### config.mk
export PLATFORM = sky130hd
export DESIGN_NAME = v3n_div_stage
export DESIGN_NICKNAME = d
export VERILOG_FILES = /design/src/rtl/v3n_pkg.sv /design/src/rtl/v3n_div_stage.sv
export SDC_FILE = /design/constraint.sdc
export NUM_CORES = 1
export LEC_CHECK = 0
export ABC_AREA = 1
export CAP_MARGIN = 40
export CORE_AREA = 5 5 213 215
export DETAILED_ROUTE_END_ITERATION = 12
export DIE_AREA = 0 0 218 220
export DONT_BUFFER_PORTS = 1
export HOLD_SLACK_MARGIN = 0.02
export SLEW_MARGIN = 20
export SYNTH_ARGS = -nofsm -noshare
export SYNTH_HDL_FRONTEND = slang
export SYNTH_SLANG_ARGS = --single-unit
### constraint.sdc
create_clock -name i_clk -period 2.6 [get_ports i_clk]
set_clock_uncertainty 0.15 [all_clocks]
set_input_delay 0.39 -clock i_clk [delete_from_list [all_inputs] [get_ports i_clk]]
set_output_delay 0.39 -clock i_clk [all_outputs]
set_load 0.05 [all_outputs]
### src/rtl/v3n_pkg.sv
// v3n_pkg: shared default widths for the vector normalizer
// used by every module under rtl; depends on nothing

package v3n_pkg;

    localparam int unsigned DEF_IN_WIDTH  = 24;
    localparam int unsigned DEF_FRAC_BITS = 16;

endpackage

### src/rtl/v3n_div_stage.sv
// v3n_div_stage: one registered restoring divide step for three quotients at once
// depends on v3n_pkg; shares the divisor, carries signs and the zero flag

module v3n_div_stage
    import v3n_pkg::*;
#(
    parameter int unsigned NW  = 41,
    parameter int unsigned DW  = 26,
    parameter int unsigned BIT = 0
) (
    input  logic          i_clk,
    input  logic          i_rst_n,
    input  logic          i_en,
    input  logic          i_valid,
    input  logic [DW-1:0] i_den,
    input  logic [NW-1:0] i_rem  [3],
    input  logic [NW-1:0] i_quo  [3],
    input  logic [3:0]    i_flags,
    output logic          o_valid,
    output logic [DW-1:0] o_den,
    output logic [NW-1:0] o_rem  [3],
    output logic [NW-1:0] o_quo  [3],
    output logic [3:0]    o_flags
);

    logic [NW+DW:0] w_sh;
    logic [NW+DW:0] w_r [3];

    always_comb begin
        w_sh = {{(NW+1){1'b0}}, i_den} << BIT;
        for (int k = 0; k < 3; k++) begin
            w_r[k] = {{(DW+1){1'b0}}, i_rem[k]};
        end
    end

    always_ff @(posedge i_clk) begin
        if (!i_rst_n) begin
            o_valid <= 1'b0;
        end else if (i_en) begin
            o_valid <= i_valid;
        end
        if (i_en) begin
            o_den   <= i_den;
            o_flags <= i_flags;
            for (int k = 0; k < 3; k++) begin
                if (w_r[k] >= w_sh) begin
                    o_rem[k] <= NW'(w_r[k] - w_sh);
                    o_quo[k] <= i_quo[k] | (NW'(1) << BIT);
                end else begin
                    o_rem[k] <= i_rem[k];
                    o_quo[k] <= i_quo[k];
                end
            end
        end
    end

endmodule

**Word level (Yosys, flattened, before mapping)**

Index checks and enable logic that the tools add are counted.

- $add $sub $neg: 3
- Order comparisons: 3
- Multiplexer cells: 3

Operators by type and width:

| kind | number |
|---|---|
| 41-bit by 26-bit greater-or-equal comparator with 1-bit output | 3 |
| 41-bit 2-to-1 mux | 3 |
| 41-bit by 26-bit subtractor with 41-bit output | 3 |

- Register bits after elaboration: 277
- Input bits: 280
- Logic and storage cells: 21

**Longest topological paths before layout**

- Word-level depth: 2
- Mapped depth: 17
- Mapped depth without buffers: 17

**Worst setup path before layout**

No wires, ideal clock.

- Kind: input-to-reg
- Start: input i_rem[0] (netlist name)
- End: register o_rem[30] (netlist name) (data pin)
- Setup time: 0.249 ns
- Arrival: 1.939 ns
- Data required time: 2.201 ns
- Path slack: 0.262 ns
- Stages: 16
- Path through: inv_1 ha_1 fa_1 inv_1 nand2_1 nand2_1 and2_1 nand2_1 nand2_1 nand2_1 nand2_1 nand2_1 nand3_1 nand2_1 nand2_1 inv_1

- Word-level cells in the longest chain between the ends: 2

RTL lines:

| item | RTL line | source |
|---|---|---|
| start, declared | v3n_div_stage.sv:16 | `input logic [NW-1:0] i_rem [3],` |
| 41-bit by 26-bit subtractor with 41-bit output / 41-bit by 26-bit greater-or-equal comparator with 1-bit output (equally long branches) | v3n_div_stage.sv:47, v3n_div_stage.sv:46 |  |
| 41-bit 2-to-1 mux (*) | v3n_div_stage.sv:46 | `if (w_r[k] >= w_sh) begin` |
| end signal, assigned by index | v3n_div_stage.sv:47 | `o_rem[k] <= NW'(w_r[k] - w_sh);` |
| end signal, assigned by index | v3n_div_stage.sv:50 | `o_rem[k] <= i_rem[k];` |
| end, declared | v3n_div_stage.sv:21 | `output logic [NW-1:0] o_rem [3],` |

Every way passes the cells marked *; elsewhere a longest branch is shown, timed or not.
A chain may end at the register's enable or synchronous reset.

**Worst setup path after layout**

- Start: input i_rem[0] (netlist name)
- End: register o_rem[14] (netlist name) (data pin)

Same word-level chain as after synthesis.

==> impl_metrics.py <==
metrics = {
    "synth": {
        "synth_seq_area_share": 0.4607,
        "synth_ff_type": "edfxtp_1",
        "yosysMostFrequentCell": "nand2_1",
        "synth_area_leader_cell": "edfxtp_1",
        "postSynthAreaPerCell_um2": 7.518,
        "post_synth_num_cell_types": 33,
        "netlist_instances": 2399,
        "ys.warnings.count": 0,
        "synth_commonest_cells": "nand2_1 (1014), inv_1 (388), edfxtp_1 (276)",
        "async_reset_ff_frac": 0,
        "netlist_area_mm2": 0.01803,
        "syn_nets": 2760,
        "yosys_register_bits": 277,
        "synth_top_area_share": 0.4596,
        "ys_top_cells_by_area": "edfxtp_1 (46%), nand2_1 (21%), inv_1 (8.1%)",
        "synth_edf_count": 276,
    },
    "die": {
        "die_y_um": 220,
        "rows": 77,
        "initial_core_util": 0.4141,
        "io_pins": 557,
        "die_area_mm2": 0.04796,
        "die_w_um": 218,
        "coreArea_mm2": 0.04355,
    },
    "detailed_routing": {
        "wirelength_um": 77420,
        "top_layer_used": "met5",
        "met3_length_um": 6463,
        "wl_per_cell_um": 21.60,
        "routed_via_density": 4.959,
        "vias": 17773,
        "drc_errors": 0,
        "drtIter0Drc": 1583,
        "final_antenna_net_count": 0,
        "drtPass1Iterations": 7,
        "wl_met2_um": 36590,
        "met1_length_um": 31110,
    },
    "layout": {
        "nets": 3327,
        "final_cells": 3584,
        "multi_input_comb_area_mm2": 0.008014,
        "n_fill_cell": 4090,
        "syn_to_final_growth_pct": 36.82,
        "final_util": 0.5666,
        "seq_area_mm2": 0.008308,
        "final_cell_area_mm2": 0.02467,
        "drive_above_1_share": 0.1415,
    },
    "clocking": {
        "htree_levels": 1,
        "clk_pin_slew_ps": 60,
        "clkLatencyLatePin_ps": 570,
        "hold_buffers": 278,
        "cts-root-buf": "clkbuf_16",
        "cts.sinks": 277,
        "cts_tree": "yes",
        "cts_made_buffers": 30,
        "max-clock-path-buffers": 3,
        "cts_setup_buffers": 0,
    },
    "sta": {
        "finalSetupViolations": 0,
        "post-route-min-period_ps": 2466,
        "grt_setup_unrepaired": "no",
        "finalSetupTns_ps": 0,
        "max_slew_margin": 0.4410,
        "finalHoldViolCount": 77,
        "layout_setup_ws_ps": 134.4,
        "fmax_mhz": 405.6,
        "fin_crit_sh": 0.9483,
        "hold_slack_ps": -220.1,
        "tightestPinTransition_ps": 838.4,
        "drv_slew": 0,
    },
    "placement": {
        "placed_area_mm2": 0.02077,
        "dp_cells": 3248,
        "io_buffers": 0,
        "post-place-ws_ps": -233.5,
        "hpwl_um": 59840,
        "place.gp.congestion": 0.9814,
    },
    "global_routing": {
        "grt_max_degree": 279,
        "grt_pass1_vias": 17540,
        "track_usage": 0.3068,
        "grt_pass1_wl_um": 110500,
        "overflow": 0,
        "antenna_found_initial": 4,
    },
    "setup_path": {
        "crit_chain": "dlygate4sd3_1 > inv_1 > ha_1 > fa_2 > inv_1 > nand2_1 > nand2_1 > and2_1 > nand2_1 > nand2_2 > nand2_1 > nand2_2 > xor2_1 > nand2_1 > nand2_1",
        "r2r-end": "o_valid",
        "cpMostUsedCell": "nand2_1",
        "crit_slowest_cell": "dlygate4sd3_1",
        "critical_path_class": "input pin to flip-flop",
        "critPathMaxFanout": 4,
        "start_kind": "input pin",
        "required_ps": 2900,
        "r2r_setup_slack_ps": 260,
        "r2r_start": "o_valid",
        "slowest_delay_ps": 530,
        "cp-end-kind": "flip-flop",
        "reg2reg_depth": 4,
        "crit_arrival_ps": 2760,
    },
    "power_and_ir_drop": {
        "leakage_nw": 12.02,
        "ir_drop_mv": 0.5156,
        "power.total_mw": 15.06,
        "power_density_mw_per_mm2": 610.3,
    },
    "run_status": {
        "status": "finished, violations left",
        "failed_checks": "hold timing",
    },
    "run": {
        "max-cap-violations": 0,
    },
    "hold_path": {
        "worstHoldPathCells": 0,
        "hp-start": "i_en",
        "min_path_type": "input pin to flip-flop",
        "min_to": "o_rem[113]",
    },
}
-- repair_timing --
action,CTS,global route
resized for setup,0,10
endpoints found under the setup margin,0,14
hold endpoints to repair,552,213
-- cell type report --
class | count | share of cell area
Antenna cell | 2 | 0.0002028
Clock buffer | 32 | 0.03073
Clock inverter | 24 | 0.01344
Inverter | 409 | 0.06222
Multi-Input combinational cell | 1692 | 0.3248
Sequential cell | 277 | 0.3367
Tap cell | 592 | 0.03002
Timing Repair Buffer | 556 | 0.2019
-- layout by cell type, fill, tap and decap left out, types with 5 or more instances in the layout --
cell,count
bufinv_16,7
nor3_1,16
nor2_2,19
buf_4,269
o21bai_1,6
ha_1,78
nand3_1,115
nand2_2,36
edfxtp_1,276
xor2_1,52
nand3b_1,12
nand2_1,1006
nand4_1,26
or2_2,5
dlygate4sd3_1,278
clkinv_1,5
nand3_2,10
buf_12,9
inv_2,20
clkbuf_16,30
a21oi_1,56
inv_1,388
o21ai_0,12
nor2_1,223
-- where the power goes --
part           total, mW  internal, mW  switching (mW)
combinational       2.91          1.29            1.61
clock               4.73          2.83            1.90
sequential          7.43          5.53            1.90
total               15.1          9.65            5.41
-- kinds of logic (layout without fill, tap and decap cells) --
kind of cell | count (synthesis) | count (layout) | synth area share
xor+xnor | 56 | 56 | 0.02720
compound gates | 78 | 78 | 0.02303
fa+ha+maj | 81 | 81 | 0.05744
buf+inv | 430 | 1021 | 0.09636
other cells | 0 | 2 | 0
flops | 277 | 277 | 0.4607
simple gates | 1477 | 1477 | 0.3353
-- sequential cells by signal, summed over array words and instances (netlist names) --
signal and flops:
o_flags 4, o_valid 1, o_rem 123, o_quo 123
o_den 26
-- worst max path at each step --
stage	from	endpoint	slack (ps)	depth (start not counted)
2_1_floorplan	i_rem[0]	o_rem[30]	260	16
3_3_place_gp	i_den[22]	o_rem[121]	-250	10
3_5_place_dp	i_den[20]	o_rem[71]	-230	15
4_1_cts	i_rem[0]	o_rem[30]	70	17
5_1_grt	i_rem[41]	o_rem[71]	20	17
6_report	i_rem[0]	o_rem[14]	130	15
-- worst max-delay path: cells and delay by family --
| kind | cells | cell delay, ps |
|---|---|---|
| buffers and inverters | 3 | 670 |
| adder cells (fa/ha/maj) | 2 | 590 |
| XOR/XNOR | 1 | 260 |
| AND/OR/NAND/NOR | 9 | 870 |
-- per-layer routing --
metal,GRT usage,vias to the layer above
li1,-,8655
met1,0.3857,8206
met2,0.5197,754
met3,0.07006,156
met4,0.1118,2
met5,0,-
Note: power is estimated with default switching activity, not from simulation.
