### config.mk
export PLATFORM = sky130hd
export DESIGN_NAME = v3n_sqrt_stage
export DESIGN_NICKNAME = d
export VERILOG_FILES = /design/src/rtl/v3n_pkg.sv /design/src/rtl/v3n_sqrt_stage.sv
export SDC_FILE = /design/constraint.sdc
export NUM_CORES = 1
export LEC_CHECK = 0
export BUFFER_PORTS_ARGS = -buffer_cell sky130_fd_sc_hd__buf_4
export CORE_UTILIZATION = 46
export DETAILED_ROUTE_END_ITERATION = 12
export GPL_TIMING_DRIVEN = 0
export PLACE_DENSITY = 0.77
export SLEW_MARGIN = 20
export SYNTH_ARGS = -nofsm -noshare
export SYNTH_HDL_FRONTEND = slang
export SYNTH_SLANG_ARGS = --single-unit
### constraint.sdc
create_clock -name i_clk -period 2.4 [get_ports i_clk]
set_input_delay 0.24 -clock i_clk [delete_from_list [all_inputs] [get_ports i_clk]]
set_output_delay 0.24 -clock i_clk [all_outputs]
set_load 0.005 [all_outputs]
### src/rtl/v3n_pkg.sv
// v3n_pkg: shared default widths for the vector normalizer
// used by every module under rtl; depends on nothing

package v3n_pkg;

    localparam int unsigned DEF_IN_WIDTH  = 24;
    localparam int unsigned DEF_FRAC_BITS = 16;

endpackage

### src/rtl/v3n_sqrt_stage.sv
// v3n_sqrt_stage: one registered step of the restoring floor square root
// depends on v3n_pkg; each stage resolves one root bit per cycle with a stall input

module v3n_sqrt_stage
    import v3n_pkg::*;
#(
    parameter int unsigned RW  = 26,
    parameter int unsigned SW  = 52,
    parameter int unsigned BIT = 0,
    parameter int unsigned PW  = 8
) (
    input  logic          i_clk,
    input  logic          i_rst_n,
    input  logic          i_en,
    input  logic          i_valid,
    input  logic [SW-1:0] i_rem,
    input  logic [RW-1:0] i_root,
    input  logic [PW-1:0] i_pass,
    output logic          o_valid,
    output logic [SW-1:0] o_rem,
    output logic [RW-1:0] o_root,
    output logic [PW-1:0] o_pass
);

    logic [SW+1:0] w_trial;
    logic [SW+1:0] w_remx;
    logic [RW-1:0] w_set;

    // trial = (root + 2^BIT)^2 - root^2 = (root << (BIT+1)) + (1 << 2*BIT)
    // root holds only bits above BIT, so the two terms never overlap
    always_comb begin
        w_trial = ({2'b00, {(SW-RW){1'b0}}, i_root} << (BIT + 1))
                | ((SW+2)'(1) << (2*BIT));
        w_remx  = {2'b00, i_rem};
        w_set   = i_root | (RW'(1) << BIT);
    end

    always_ff @(posedge i_clk) begin
        if (!i_rst_n) begin
            o_valid <= 1'b0;
        end else if (i_en) begin
            o_valid <= i_valid;
        end
        if (i_en) begin
            o_pass <= i_pass;
            if (w_remx >= w_trial) begin
                o_rem  <= SW'(w_remx - w_trial);
                o_root <= w_set;
            end else begin
                o_rem  <= i_rem;
                o_root <= i_root;
            end
        end
    end

endmodule

-- Yosys cells after proc, flatten, opt, wreduce, memory -nomap -nowiden
Cells that the tools add are included.
- muxes and demuxes: 1
- $add $sub $neg: 1
- magnitude comparators: 1
- operators with widths (kind ; number):
    >= comparator 52 x 27 -> 1 bit ; 1
    two-way mux 52 bit ; 1
    subtractor 52 x 27 -> 52 bit ; 1
- logic and storage cells: 8
- output and inout port bits: 87
- input bits: 90
- register bits after elaboration: 87

-- Longest topological paths before layout
Gate-level depths: netlist (run 1).
- word-level depth: 2
- gate-level depth with buffers: 12
- depth with buffers taken out: 10

-- Least setup slack after synthesis (run 1)
OpenSTA, ideal clock, no wires.
- path type: input to register
- start: input port i_root[10]
- end: register o_rem[46], data pin
- stages: 10
- data arrival time: 2.384 ns
- path buffers: 1
- setup slack: -0.252 ns
- library setup time: 0.268 ns
- data required time: 2.132 ns
- cells stage by stage: inv_1 -> ha_1 -> buf_2 -> nand4_1 -> or3_1 -> o221a_2 -> a211oi_1 -> a21boi_1 -> nor4bb_2 -> xor2_1
- cells in the longest elaborated chain, start to end: 2
- elaborated cells on any way between the ends: 3
- those cells by class: add/sub (1); order compare (1); mux (1)
- ends and longest elaborated chain (element ; line ; text):
    start, declared ; v3n_sqrt_stage.sv:17 ; input logic [RW-1:0] i_root,
    subtractor 52 x 27 -> 52 bit / >= comparator 52 x 27 -> 1 bit (equally long branches) ; v3n_sqrt_stage.sv:47, v3n_sqrt_stage.sv:46 ;
    two-way mux 52 bit * ; v3n_sqrt_stage.sv:46 ; if (w_remx >= w_trial) begin
    end signal, assigned ; v3n_sqrt_stage.sv:47 ; o_rem <= SW'(w_remx - w_trial);
    end signal, assigned ; v3n_sqrt_stage.sv:50 ; o_rem <= i_rem;
    end, declared ; v3n_sqrt_stage.sv:20 ; output logic [SW-1:0] o_rem,
Mark *: on every way between the ends. The rest lies on a longest branch, timed or not.
A chain may end at the register's enable or synchronous reset.

-- Worst setup path in the final report (run 1)
- start: input port i_rem[39]
- end: register o_rem[1], data pin
- cells in the longest elaborated chain, start to end: 2
- ends and longest elaborated chain (element ; line ; text):
    start, declared ; v3n_sqrt_stage.sv:16 ; input logic [SW-1:0] i_rem,
    >= comparator 52 x 27 -> 1 bit ; v3n_sqrt_stage.sv:46 ;
    two-way mux 52 bit ; v3n_sqrt_stage.sv:46 ;
No other way between the ends.

==> results of run 1 <==
==> registers in the layout, indices dropped and copies added (netlist names) <==
register	cells
o_pass	8
o_rem	52
o_root	26
o_valid	1
==> cells in the final DEF (no fill, tap or decap), types with 3 or more instances in the layout <==
cell type,count
sky130_fd_sc_hd__buf_4,201
sky130_fd_sc_hd__edfxtp_1,86
sky130_fd_sc_hd__nand2_1,61
sky130_fd_sc_hd__xnor2_1,33
sky130_fd_sc_hd__inv_1,31
sky130_fd_sc_hd__a21oi_1,29
sky130_fd_sc_hd__o21ai_0,28
sky130_fd_sc_hd__nor2_1,28
sky130_fd_sc_hd__ha_1,16
sky130_fd_sc_hd__xor2_1,15
sky130_fd_sc_hd__nand3_1,13
sky130_fd_sc_hd__a21o_1,12
sky130_fd_sc_hd__clkbuf_16,12
sky130_fd_sc_hd__nand4_1,9
sky130_fd_sc_hd__ha_4,8
sky130_fd_sc_hd__o21ai_1,7
sky130_fd_sc_hd__and3_1,6
sky130_fd_sc_hd__buf_6,5
sky130_fd_sc_hd__nand4b_1,4
sky130_fd_sc_hd__nor3_2,4
sky130_fd_sc_hd__nand2_2,4
sky130_fd_sc_hd__buf_8,4
sky130_fd_sc_hd__nand2b_1,4
sky130_fd_sc_hd__o21bai_1,4
sky130_fd_sc_hd__a221oi_2,3
sky130_fd_sc_hd__nor4_1,3
sky130_fd_sc_hd__nor3_1,3
sky130_fd_sc_hd__nand3_2,3
sky130_fd_sc_hd__o31ai_1,3
sky130_fd_sc_hd__ha_2,3
==> kinds of logic (layout without fill, tap and decap cells) <==
logic type | Yosys count | in the layout
xor+xnor | 49 | 49
buf+inv | 48 | 266
fa+ha+maj | 28 | 28
flops | 87 | 87
compound gates | 128 | 128
simple gates | 165 | 165
mux | 2 | 2
==> metrics by stage <==
| step | area [sq um] | utilization, % | power [mW] |
|---|---|---|---|
| 2_1_floorplan | 5366 | - | 2.438 |
| 3_3_place_gp | 6863 | 62.22 | 2.955 |
| 3_5_place_dp | 6863 | 62.22 | 2.974 |
| 4_1_cts | 7472 | 67.74 | 4.582 |
| 5_1_grt | 7874 | 71.38 | 4.856 |
| 6_report | 7874 | 71.38 | 4.685 |
==> worst register-to-register path: cells and delay by family, from the launching register on <==
kind / cells / cell delay, ns
mux: 1 / 0.13
simple gates: 1 / 0.06
flops: 1 / 0.31
==> what timing repair did <==
| action | 4_1_cts | 5_1_grt |
|---|---|---|
| pin swaps | 12 | 25 |
| gates cloned | 1 | 2 |
| setup buffers | 13 | 15 |
| resized for setup | 34 | 52 |
| setup endpoints to repair | 50 | 52 |
| hold buffers | 0 | 0 |
==> layout make-up <==
cell class	instances	area share, %
Buffer	10	1.335
Clock buffer	9	2.860
Clock inverter	7	1.287
Inverter	33	1.573
Multi-Input combinational cell	372	36.91
Sequential cell	87	33.05
Tap cell	140	2.225
Timing Repair Buffer	207	20.75
==> metal layers <==
metal  GRT usage, %  routed length [um]  part of all wire, %
met1          32.20                6490                   41
met2          40.93                7633                   48
met4          9.810                 386                  2.4
met5              0                   0                    0
met3          3.912                1262                  8.0
==> power breakdown <==
group	internal, mW	total (mW)	switching, mW
Sequential	1.87	1.92	0.0479
Combinational	0.608	1.20	0.596
Clock	0.926	1.56	0.637
Total	3.40	4.68	1.28
==> path summary, 6_finish.rpt <==
check,end,slack (ns),start,cells past startpoint
setup reg to reg,o_valid$_SDFFE_PN0P_,1.79,o_valid$_SDFFE_PN0P_,2
hold / removal,o_pass[0]$_DFFE_PP_,0.07,i_pass[0],1
hold reg to reg,o_valid$_SDFFE_PN0P_,0.53,o_valid$_SDFFE_PN0P_,2
setup / recovery,o_rem[1]$_DFFE_PP_,-0.03,i_rem[39],8
==> results.txt, run 1 <==
----------------------------------------------------
[Synthesis]
  Syn Std Cell Area ... 5315 sq um
  Area share of the leading cell type in the synthesized netlist ... 48.59%
  Yosys reg bits ... 87
  Most repeated cell in the gate-level netlist after synthesis ... sky130_fd_sc_hd__edfxtp_1
  Total number of yosys warnings ... 0
  Synthesized-area fraction occupied by adder cells ... 6.733%
  Share of cell area taken by muxes after synthesis ... 0.4002%
  Number of synthesized flops with an enable pin ... 86
  Xor/xnor cell area share of the yosys netlist ... 8.074%
  Share of synthesized cell area in and, or, nand and nor gates ... 15.54%
  Number of instances in the synthesized netlist ... 507
  Yosys top cell by area ... sky130_fd_sc_hd__edfxtp_1
  Main area contributors after synthesis ... sky130_fd_sc_hd__edfxtp_1 49%, sky130_fd_sc_hd__ha_1 6.4%, sky130_fd_sc_hd__xnor2_1 5.6%
  Share of flip-flops with an asynchronous set or reset ... 0%
  Most used DFF post-synth ... sky130_fd_sc_hd__edfxtp_1
  Synthesized area per cell ... 10.48 sq um
  Number of unique standard cell types used by synthesis ... 64
  Most frequent cells after synthesis ... 86 x sky130_fd_sc_hd__edfxtp_1, 65 x sky130_fd_sc_hd__nand2_1, 34 x sky130_fd_sc_hd__xnor2_1, 33 x sky130_fd_sc_hd__inv_1
  Register area share after synthesis ... 48.96%
  Post-Synthesis Net Count ... 625
  Post-synthesis compound-gate area fraction ... 16.10%
  Dominant combinational cell family by area after synthesis ... compound AO/OA/AOI/OAI gates

[Critical path]
  Top delay family on crit path ... simple AND/OR/NAND/NOR gates
  Data arrival time of the critical path ... 2.52 ns
  Slowest CP cell ... sky130_fd_sc_hd__or4_4
  Max FO, Critical Path ... 5
  Kind of critical path ... primary input to register
  Worst path most repeated cell ... sky130_fd_sc_hd__buf_8
  Buffering stage count on the worst path with inverters included ... 2
  Required time worst endpoint ... 2.49 ns
  Critical Path Start Type ... primary input
  List of cells traversed by the critical path ... buf_8, or4_4, nor4b_4, nand3_2, or3_4, a31oi_4, buf_8, mux2_4
  Type of destination of the critical path ... register
  Largest incremental delay on the critical path ... 0.53 ns

[Placed design]
  Last weighted congestion value of the routability-driven placer ... 0.9125
  Placed Instances ... 823
  Count of input and output buffers ... 176
  HPWL after detailed placement ... 10.95 mm
  DP Worst Slack ... -0.6456 ns

[CTS]
  TritonCTS clock tree ... done
  Clock transition at the register clock pins on the worst setup and hold paths after CTS ... 0.07 ns
  Max H-tree Level ... 3
  Max Buffers Root-to-Sink ... 2
  Clock root buffer ... sky130_fd_sc_hd__clkbuf_16
  Number of buffers created by CTS ... 9
  Clock insertion delay at the later pin of the skew report ... 0.35 ns
  Sinks on Clock Net ... 87

[Timing]
  Worst slew pin tran ... 1.092 ns
  Fin. max-slew vios ... 0
  Setup repair after global routing missed its margin ... true
  Final Cycle Share ... 101.2%
  Fmax ... 411.7 MHz
  Crit path setup slack, layout ... -0.02921 ns
  Min Tclk post-route ... 2.429 ns
  Number of endpoints failing setup at the final stage ... 5
  Setup skew after layout ... 0 ns
  Rel. slew slack ... 27.17%
  Final setup TNS ... -0.05768 ns
  Final Hold Violating Endpoints ... 0
  Worst hold slack after final layout ... 0.07028 ns

[Layout]
  Number of nets in the layout ... 838
  Multi-input gate area in the final layout ... 2907 sq um
  Post-route insts no fill ... 865
  Register Area ... 2603 sq um
  Share of post-route cells with drive strength above 1 ... 41.24%
  Area growth from synthesis to layout ... 48.14%
  Total inserted antenna cells ... 0
  Layout filler cell count ... 801

[Floorplan]
  Initial core utilization ... 48.19%
  Die boundary height ... 109.5 um
  Area of the die ... 11990 sq um
  Number of primary I/O pins ... 177
  Core Rows ... 38
  Die X ... 109.5 um
  Floorplan core area ... 11030 sq um

[GRT]
  Initial antenna violation count ... 0
  Largest net degree at the start of global routing ... 88
  GRT Residual Overflow ... 0
  Vias in the first global route ... 4584
  Wire length of the first global-routing pass ... 22.48 mm
  Aggregate global-route resource usage ... 24.64%

[Route]
  Initial drt markers ... 369
  Via count ... 4988
  Total routed wirelength ... 15.77 mm
  Vias per cell ... 5.766
  Drt drc ... 0
  Mean routed wirelength per cell ... 18.23 um
  Post-DRT Antenna Nets ... 0
  Number of detailed-route iterations in the first pass ... 6

[Pwr]
  Power Dens Cells ... 595.0 nW/um^2
  Peak supply drop ... 0.3316 mV
  Leakage power ... 3.234 nW

[Status]
  Result of the run ... complete, but fails checks
  Failing checks ... setup timing

[Job]
  Max_cap viols ... 0

[Min path]
  Worst min-delay path category ... primary input to register

----------------------------------------------------
Power figures use the tool's default switching activity.
==> run 2: changes to the inputs <==
--- a/config.mk
+++ b/config.mk
@@ -8,7 +8,7 @@
 export BUFFER_PORTS_ARGS = -buffer_cell sky130_fd_sc_hd__buf_4
 export CORE_UTILIZATION = 46
 export DETAILED_ROUTE_END_ITERATION = 12
-export GPL_TIMING_DRIVEN = 0
+export GPL_TIMING_DRIVEN = 1
 export PLACE_DENSITY = 0.77
 export SLEW_MARGIN = 20
 export SYNTH_ARGS = -nofsm -noshare
==> run 2 against run 1 <==
  * Maximum frequency up 3.6%
  * Final area up 5.2%
  * Sequential share of layout area decreased by 1.6 points
  * Highest routed layer unchanged
  * Clock power fell by 4%
  * The flow now finishes without violations
  * Critical path depth unchanged
  * Critical path type unchanged
  * Worst hold slack got worse by 0.00082 ns
  * Largest power group unchanged
  * Die area unchanged
  * Routed wire length increased by 2.0%
  * Critical endpoint unchanged
  * Cell count is 12% higher
==> results.txt, run 2 (synthesized netlist as in run 1, its figures left out) <==
----------------------------------------------------
[Status]
  Result of the run ... completed

[GRT]
  GRT Residual Overflow ... 0
  Aggregate global-route resource usage ... 27.10%
  Met3 global-route usage ... 3.675%
  Largest net degree at the start of global routing ... 51
  Vias in the first global route ... 5083
  Initial antenna violation count ... 0
  Wire length of the first global-routing pass ... 24.41 mm
  Top Usage Layer GRT ... met2
  Met1 capacity usage during global routing ... 36.78%
  Met2 Track Usage GR ... 43.22%

[CTS]
  Clock transition at the register clock pins on the worst setup and hold paths after CTS ... 0.06 ns
  Clock insertion delay at the later pin of the skew report ... 0.35 ns
  Clock root buffer ... sky130_fd_sc_hd__clkbuf_16
  Sinks on Clock Net ... 87
  TritonCTS clock tree ... done
  Max H-tree Level ... 3
  Max Buffers Root-to-Sink ... 2
  Number of buffers created by CTS ... 9

[Floorplan]
  Die boundary height ... 109.5 um
  Number of primary I/O pins ... 177
  Initial core utilization ... 48.19%
  Core Rows ... 38
  Area of the die ... 11990 sq um
  Die X ... 109.5 um
  Floorplan core area ... 11030 sq um

[Timing]
  Setup skew after layout ... 0 ns
  Final Hold Violating Endpoints ... 0
  Final setup TNS ... 0 ns
  Fmax ... 426.4 MHz
  Worst slew pin tran ... 0.5147 ns
  Worst hold slack after final layout ... 0.06946 ns
  Final Cycle Share ... 97.71%
  Number of endpoints failing setup at the final stage ... 0
  Setup repair after global routing missed its margin ... true
  Rel. slew slack ... 64.80%
  Fin. max-slew vios ... 0
  Min Tclk post-route ... 2.345 ns

[Route]
  Via count ... 5179
  Mean routed wirelength per cell ... 16.67 um
  Initial drt markers ... 248
  Vias per cell ... 5.367
  Drt drc ... 0
  Post-DRT Antenna Nets ... 0
  Number of detailed-route iterations in the first pass ... 5
  Total routed wirelength ... 16.09 mm

[Layout]
  Summed area of non-filler cells in the final layout ... 8287 sq um
  Top register by number of flip-flops ... o_rem
  Multi-input gate area in the final layout ... 2634 sq um
  Layout filler cell count ... 796
  Number of nets in the layout ... 939
  Area growth from synthesis to layout ... 55.91%
  Registers with the highest flip-flop counts ... o_rem x52, o_root x26, o_pass x8
  Share of post-route cells with drive strength above 1 ... 44.00%
  Commonest non-fill, non-tap cells in the layout ... 311 x sky130_fd_sc_hd__buf_4, 86 x sky130_fd_sc_hd__edfxtp_1, 65 x sky130_fd_sc_hd__nand2_1
  Register Area ... 2603 sq um
  Largest register FFs ... 52
  Most common library cell in the layout ignoring fill and taps ... sky130_fd_sc_hd__buf_4
  Total inserted antenna cells ... 0

[Critical path]
  Max FO, Critical Path ... 8
  Data arrival time of the critical path ... 2.44 ns
  Kind of critical path ... primary input to register
  Type of destination of the critical path ... register
  Required time worst endpoint ... 2.50 ns
  Critical Path Start Type ... primary input

[Pwr]
  Peak supply drop ... 0.5017 mV
  Leakage power ... 3.671 nW
  Power Dens Cells ... 573.2 nW/um^2

[Placed design]
  Last weighted congestion value of the routability-driven placer ... 0.8940
  Count of input and output buffers ... 176
  Cell Area, Placed ... 7840 sq um
  HPWL after detailed placement ... 12.85 mm

[Min path]
  Worst min-delay path category ... primary input to register

[Job]
  Max_cap viols ... 0

----------------------------------------------------
[run 2: cell count changes in the layout (fill, tap and decap cells not counted), moves of 3 or more]
cell,previous run,this run
sky130_fd_sc_hd__nor3_2,4,0
sky130_fd_sc_hd__nand3_1,13,16
sky130_fd_sc_hd__clkbuf_16,12,9
sky130_fd_sc_hd__ha_1,16,24
sky130_fd_sc_hd__a21oi_1,29,32
sky130_fd_sc_hd__buf_4,201,311
sky130_fd_sc_hd__nand2_1,61,65
sky130_fd_sc_hd__nor3_1,3,8
sky130_fd_sc_hd__buf_8,4,0
sky130_fd_sc_hd__ha_4,8,1
sky130_fd_sc_hd__nand2_2,4,0
[run 2: critical path, stage by stage]
cell and delay (ns):
sky130_fd_sc_hd__buf_6 0.09, sky130_fd_sc_hd__or4_4 0.53, sky130_fd_sc_hd__nor4b_4 0.32, sky130_fd_sc_hd__nand3_2 0.14, sky130_fd_sc_hd__or3_4 0.43, sky130_fd_sc_hd__a31oi_4 0.23
sky130_fd_sc_hd__buf_12 0.17, sky130_fd_sc_hd__mux2_4 0.29
[run 2: power breakdown]
group | leakage (nW) | switching (mW) | internal (mW) | total [mW]
Clock | 0.153 | 0.587 | 0.904 | 1.49
Combinational | 2.67 | 0.612 | 0.729 | 1.34
Sequential | 0.850 | 0.0474 | 1.87 | 1.92
Total | 3.67 | 1.25 | 3.50 | 4.75
[run 2: area by class of cell]
| cell class | instances | share of cell area (%) |
|---|---|---|
| Timing Repair Buffer | 318 | 29.44 |
| Multi-Input combinational cell | 372 | 31.78 |
| Inverter | 33 | 1.495 |
| Clock inverter | 6 | 1.042 |
| Clock buffer | 9 | 2.718 |
| Sequential cell | 87 | 31.41 |
| Tap cell | 140 | 2.114 |
[run 2: final timing paths]
check                                            end            startpoint  depth (start not counted)  slack (ns)
worst min-delay path             o_pass[1]$_DFFE_PP_             i_pass[1]                          1        0.07
worst min register to register  o_valid$_SDFFE_PN0P_  o_valid$_SDFFE_PN0P_                          2        0.52
worst max-delay path              o_rem[1]$_DFFE_PP_             i_rem[39]                          8        0.05
worst max register to register  o_valid$_SDFFE_PN0P_  o_valid$_SDFFE_PN0P_                          2        1.81
[run 2: repair_timing]
| item | CTS | global route |
|---|---|---|
| hold buffers | 0 | 0 |
| buffers inserted | 0 | 3 |
| resized for setup | 0 | 22 |
| setup endpoints to repair | 0 | 41 |
[run 2: per-layer routing]
| layer | wire, um | part of all wire (%) |
|---|---|---|
| met5 | 0 | 0 |
| met4 | 356 | 2.2 |
| met1 | 7081 | 44 |
| met2 | 7655 | 48 |
| met3 | 994 | 6.2 |
[run 2: stage by stage]
step	total power, mW	util [%]	setup WS (ns)	std cells
2_1_floorplan	2.438	-	-0.1207	507
3_3_place_gp	3.220	71.08	-0.3002	947
3_5_place_dp	3.244	71.08	-0.3282	947
4_1_cts	4.734	73.90	0.04123	962
5_1_grt	4.937	75.12	-0.02675	965
6_report	4.750	75.12	0.05487	965
